<file path="config.mk">
export PLATFORM = sky130hd
export DESIGN_NAME = idt_cell
export DESIGN_NICKNAME = d
export VERILOG_FILES = /design/src/rtl/core/id_interning_table_defines.svh /design/src/rtl/core/idt_pkg.sv /design/src/rtl/core/idt_cell.sv
export SDC_FILE = /design/constraint.sdc
export NUM_CORES = 1
export LEC_CHECK = 0
export ABC_CLOCK_PERIOD_IN_PS = 3900
export BUFFER_PORTS_ARGS = -buffer_cell sky130_fd_sc_hd__buf_2
export CORE_MARGIN = 2
export CORE_UTILIZATION = 40
export CTS_CLUSTER_SIZE = 8
export DETAILED_ROUTE_END_ITERATION = 8
export PLACE_DENSITY = 0.72
export SLEW_MARGIN = 0
export SYNTH_ARGS = -nofsm -noshare
export SYNTH_HDL_FRONTEND = slang
export SYNTH_SLANG_ARGS = --single-unit
</file>
<file path="constraint.sdc">
create_clock -name clk -period 3.9 [get_ports clk]
set_clock_uncertainty 0.2 [all_clocks]
set_input_delay 0.39 -clock clk [delete_from_list [all_inputs] [get_ports clk]]
set_output_delay 0.39 -clock clk [all_outputs]
set_load 0.05 [all_outputs]
</file>
<file path="src/rtl/core/id_interning_table_defines.svh">
// assertion helpers used by the table rtl
`ifndef ID_INTERNING_TABLE_DEFINES_SVH
`define ID_INTERNING_TABLE_DEFINES_SVH

// same-cycle implication, checked out of reset
`define IDT_ASSERT_NOW(label, clk, rst_n, ante, cons) \
  label: assert property (@(posedge clk) disable iff (!rst_n) (ante) |-> (cons)) \
    else $error("interning table check failed");

// next-cycle implication, checked out of reset
`define IDT_ASSERT_NEXT(label, clk, rst_n, ante, cons) \
  label: assert property (@(posedge clk) disable iff (!rst_n) (ante) |=> (cons)) \
    else $error("interning table check failed");

`endif

</file>
<file path="src/rtl/core/idt_pkg.sv">
package idt_pkg;

  localparam int ID_W  = 32;
  localparam int IDX_W = 16;

  // request modes
  localparam logic MODE_FIND = 1'b0;
  localparam logic MODE_READ = 1'b1;

  typedef enum logic [1:0] {
    ST_OK            = 2'd0,
    ST_OVERFLOW      = 2'd1,
    ST_OUT_OF_BOUNDS = 2'd2
  } status_t;

  // request token walking down the cell row
  typedef struct packed {
    logic             mode;
    logic [ID_W-1:0]  key;
    logic [IDX_W-1:0] index;
    logic             hit;
    logic [IDX_W-1:0] idx;
    logic [ID_W-1:0]  value;
    logic             added;
  } tok_t;

endpackage

</file>
<file path="src/rtl/core/idt_cell.sv">
module idt_cell #(
  parameter int CELL_IDX = 0,
  parameter int CNT_W    = 9
) (
  input  logic                 clk,
  input  logic                 rst_n,
  input  logic [CNT_W-1:0]     used_count,
  input  logic                 tok_vld_in,
  input  idt_pkg::tok_t        tok_in,
  output logic                 tok_vld_out,
  output idt_pkg::tok_t        tok_out
);

  localparam logic [CNT_W-1:0]          MY_CNT = CNT_W'(CELL_IDX);
  localparam logic [idt_pkg::IDX_W-1:0] MY_IDX = idt_pkg::IDX_W'(CELL_IDX);

  logic [idt_pkg::ID_W-1:0] entry_r;
  logic                     vld_r;
  idt_pkg::tok_t            tok_r;
  idt_pkg::tok_t            tok_nxt;
  logic                     below;
  logic                     at_tail;
  logic                     append;

  assign below   = MY_CNT < used_count;
  assign at_tail = MY_CNT == used_count;

  always_comb begin
    tok_nxt = tok_in;
    append  = 1'b0;
    if (tok_in.mode == idt_pkg::MODE_FIND) begin
      if (!tok_in.hit && below && entry_r == tok_in.key) begin
        tok_nxt.hit = 1'b1;
        tok_nxt.idx = MY_IDX;
      end else if (!tok_in.hit && at_tail) begin
        // first free slot: take the new id
        append        = tok_vld_in;
        tok_nxt.hit   = 1'b1;
        tok_nxt.idx   = MY_IDX;
        tok_nxt.added = 1'b1;
      end
    end else begin
      if (below && tok_in.index == MY_IDX) begin
        tok_nxt.hit   = 1'b1;
        tok_nxt.value = entry_r;
      end
    end
  end

  always_ff @(posedge clk) begin
    if (append) begin
      entry_r <= tok_in.key;
    end
    tok_r <= tok_nxt;
  end

  always_ff @(posedge clk) begin
    if (!rst_n) begin
      vld_r <= 1'b0;
    end else begin
      vld_r <= tok_vld_in;
    end
  end

  assign tok_vld_out = vld_r;
  assign tok_out     = tok_r;

endmodule
</file>
## Word-level counts from Yosys, hierarchy flattened

Cells that the tools add are included.

- $lt $le $gt $ge: 1
- Equal/unequal tests: 1
- Muxes and demuxes: 13
- Reductions and logical operators: 7

Operators by type and width:

| cell | count |
|---|---|
| 32-bit two-way mux | 2 |
| 17-bit two-way mux | 2 |
| 32-bit == test | 1 |
| 16-bit logical NOT | 1 |
| 16-bit two-way mux | 1 |
| 9-bit logical NOT | 1 |
| 1-bit by 9-bit < comparator with 1-bit output (first input constant) | 1 |
| 1-bit two-way mux | 8 |
| 1-bit logical AND | 4 |
| 1-bit logical NOT | 1 |

- Flip-flop bits (word level): 132
- Output and inout bits: 100

## Depth between registers and ports, before layout

- Depth in word-level cells: 5
- Mapped depth: 6
- Mapped depth without buffers: 5

## Worst setup path after synthesis

OpenSTA, ideal clock, no wires.

- Path type: input port to flip-flop
- Start: input used_count[4]
- End: register entry_r[0] (netlist bit) (enable)
- Setup time: 0.392 ns
- Arrival: 1.914 ns
- Required time: 3.308 ns
- Slack: 1.394 ns
- Stages on the path: 4
- Path buffers: 0
- Path through: nor4_1 > nand3_1 > nor3_1 > and2_1

- Longest elaborated chain between the ends: 5
- Elaborated cells on any way between the ends: 8
- Those cells by class: 1 x order compare; 3 x mux; 4 x reduce/logical

Ends and longest elaborated chain:

| element | line | source |
|---|---|---|
| start: declaration | idt_cell.sv:7 | `input logic [CNT_W-1:0] used_count,` |
| 1-bit by 9-bit < comparator with 1-bit output or 9-bit logical NOT (tied branches) | idt_cell.sv:25, idt_cell.sv:26 |  |
| 1-bit logical AND (on tied branches) | idt_cell.sv:32, idt_cell.sv:35 |  |
| 1-bit logical AND or 1-bit two-way mux (tied branches) | idt_cell.sv:32, idt_cell.sv:35 |  |
| 1-bit two-way mux (*) | idt_cell.sv:32 | `if (!tok_in.hit && below && entry_r == tok_in.key) begin` |
| 1-bit two-way mux (*) | idt_cell.sv:31 | `if (tok_in.mode == idt_pkg::MODE_FIND) begin` |
| named net append | idt_cell.sv:23 | `logic append;` |
| end signal: assignment | idt_cell.sv:52 | `entry_r <= tok_in.key;` |
| end: declaration | idt_cell.sv:17 | `logic [idt_pkg::ID_W-1:0] entry_r;` |

Mark *: on every way through the listed nets, which the timed path passes. The rest lies on a longest branch.
A chain may end at the register's enable or synchronous reset.

==> results.sh <==
export IMPL_core_um2=9730
export IMPL_synth_seq_area_share_pct=74.3
export IMPL_crit_arrival_ps=2640
export IMPL_fin_cells=723
export IMPL_r2r_slack_ps=1580
export IMPL_ys_warn_count=0
export IMPL_cts_root_buffer="clkbuf_8"
export IMPL_final_common_cell="buf_2"
export IMPL_row_count=36
export IMPL_ir_drop_v=0.000285
export IMPL_dr_wl_met2_um=6220
export IMPL_ios=211
export IMPL_cp_max_fo=16
export IMPL_tightest_slew_ps=813
export IMPL_netlist_area_um2=3990
export IMPL_synth_seq_cells=132
export IMPL_cts_made_buffers=17
export IMPL_status="completed"
export IMPL_yosys_top_cells_area="dfxtp_1, edfxtp_1, mux2_2, xnor2_1, and2_4"
export IMPL_final_cell_mix="buf_2, dlygate4sd3_1, dfxtp_1, edfxtp_1"
export IMPL_max_slew_margin_pct=45.8
export IMPL_ant_nets=0
export IMPL_gp_congestion=0.881
export IMPL_crit_start="tok_in[74]"
export IMPL_hpwl_um=6880
export IMPL_regToRegStartpoint="entry_r[15]"
export IMPL_dpl_worst_slack_ps=1260
export IMPL_worst_r2r_endpoint="tok_out[37]"
export IMPL_power_density_nw_per_um2=533
export IMPL_htree_num_levels=4
export IMPL_hold_ws_ps=203
export IMPL_clkLatencyLatePin_ps=510
export IMPL_layout_drive_gt1_share_pct=48.3
export IMPL_drt_met1_wl_um=4340
export IMPL_critPathLaunchType="input pin"
export IMPL_overflow=0
export IMPL_grt_use_total_pct=21.6
export IMPL_num_fill_cells=664
export IMPL_drv_slew=0
export IMPL_grt_pass1_wl_um=18000
export IMPL_cts_tree="built"
export IMPL_wl_per_cell_um=15.9
export IMPL_dp_cells=590
export IMPL_fin_tns_setup_ps=0
export IMPL_syn_area_per_cell_um2=16.0
export IMPL_io_buffers=210
export IMPL_crit_path_end="tok_out[37]"
export IMPL_synthCells=250
export IMPL_syn_to_final_growth_pct=71.6
export IMPL_grt_max_degree=34
export IMPL_drv_cap=0
export IMPL_dr_first_iter_drc_count=109
export IMPL_drt_wl_total_um=11500
export IMPL_cts_setup_buffers=0
export IMPL_synth_top_area_cell="dfxtp_1"
export IMPL_diodes=0
export IMPL_clkSlewWorstSetupHoldPaths_ps=60
export IMPL_initial_core_util_pct=41.0
export IMPL_routed_via_density=4.48
export IMPL_die_w_um=104
export IMPL_hold_path_class="in2reg"
export IMPL_end_kind="flip-flop"
export IMPL_fmax_ghz=0.409
export IMPL_clock_path_buffers=2
export IMPL_utilization_pct=70.4
export IMPL_crit_cells=7
export IMPL_holdPathStages=6
export IMPL_crit_family="simple AND/OR/NAND/NOR gates"
export IMPL_synth_top_area_share_pct=50.2
export IMPL_crit_path_cell_trace="dlygate4sd3_1, buf_2, xor2_1, or3_4, nor4_4, a41oi_2, and2_1"
export IMPL_p_leak_nw=2.99
export IMPL_fin_crit_ps=2450
export IMPL_routed_wl_met3_um=640
export IMPL_dieArea_um2=10800
export IMPL_vias=3240
export IMPL_top_layer="met4"
export IMPL_drc=0
export IMPL_die_h_um=104
export IMPL_period_share_pct=62.7
export IMPL_antenna_found_initial=0
export IMPL_cp_slowest_stage_delay_ps=560
export IMPL_hold_viol=0
export IMPL_setup_viol=0
export IMPL_r2r_cells=5
export IMPL_rsz0062_at_grt="false"
export IMPL_cts_resized_gates=0
export IMPL_criticalPathCategory="in2reg"
export IMPL_cts_sinks=132
export IMPL_grt_pass1_vias=3560
export IMPL_setup_slack_ps=1450
export IMPL_critPathSlowestCell="dlygate4sd3_1"
export IMPL_synth_nets=361
export IMPL_crit_buf_inv=2
export IMPL_drtPass1Iterations=4
export IMPL_synth_distinct_cells=23
export IMPL_cp_required_ps=4100
export IMPL_nets=688
-- area by class of cell --
cell class	count	area (µm²)	share of cell area, %
Clock buffer	19	443	6.47
Clock inverter	13	204	2.98
Multi-Input combinational cell	114	1000	14.6
Sequential cell	132	2960	43.3
Tap cell	133	166	2.43
Timing Repair Buffer	312	2070	30.2
-- where the power goes --
part | internal, mW | leakage, nW | switching, mW
Sequential | 1.46 | 1.13 | 0.0137
Combinational | 0.174 | 1.56 | 0.283
Clock | 1.14 | 0.297 | 0.584
Total | 2.77 | 2.99 | 0.880
-- synth_stat cells --
| library cell | number |
|---|---|
| and2_1 | 8 |
| or3_4 | 1 |
| and3_1 | 1 |
| or2_2 | 1 |
| buf_4 | 3 |
| buf_6 | 1 |
| nor4_2 | 1 |
| nand4_1 | 9 |
| nor3_1 | 3 |
| nand2_1 | 2 |
| a41oi_2 | 1 |
| nor4_1 | 4 |
| nor4_4 | 1 |
| mux2_2 | 28 |
| nand3_1 | 1 |
| mux2_1 | 4 |
| and2_4 | 10 |
| nor2_1 | 6 |
| xnor2_1 | 28 |
| edfxtp_1 | 32 |
| nor3_2 | 1 |
| dfxtp_1 | 100 |
| xor2_1 | 4 |
-- cells by family (layout without fill, tap and decap cells) --
kind of cell           count (synthesis)  after routing  synth area share (%)
flip-flops                           132            132                  74.3
AND/OR/NAND/NOR                       49             49                  8.43
XOR/XNOR                              32             32                  7.02
multiplexers                          32             32                  9.03
buffers and inverters                  4            344                 0.847
AO/OA/AOI/OAI                          1              1                 0.408
-- metal layers --
metal  vias up  global-route usage, %
met5         -                      0
li1       1528                      -
met2       130                   40.2
met1      1556                   22.8
met4         0                   8.11
met3        26                   6.70
-- worst min path at each step --
stage / startpoint / to / slack [ps]
2_1_floorplan: tok_in[50] / tok_out[50] / 220
5_1_grt: used_count[8] / tok_out[49] / 230
4_1_cts: used_count[8] / tok_out[49] / 180
6_report: used_count[8] / tok_out[49] / 200
3_3_place_gp: entry_r[30] / tok_out[31] / 300
3_5_place_dp: tok_in[64] / tok_out[64] / 310
-- state kept, by name (all words and copies together), names as in the netlist --
name and flops:
tok_out 99, entry_r 32, tok_vld_out 1
-- worst register-to-register path: cells and delay by family, from the launching register on --
family	cells	cell delay (ps)
flops	1	420
simple gates	3	900
compound gates	1	470
xor+xnor	1	220
-- through the flow --
step	power (mW)	instance area, µm²
CTS	3.66	6850
finish	3.65	6850
floorplan	1.74	3990
global route	3.76	6850
global placement	1.86	5190
detailed placement	1.87	5190
-- what timing repair did --
action | in CTS | in global routing
hold buffers | 101 | 0
setup endpoints to repair | 0 | 0
endpoints found under the hold margin | 132 | 0
Power figures use the tool's default switching activity.
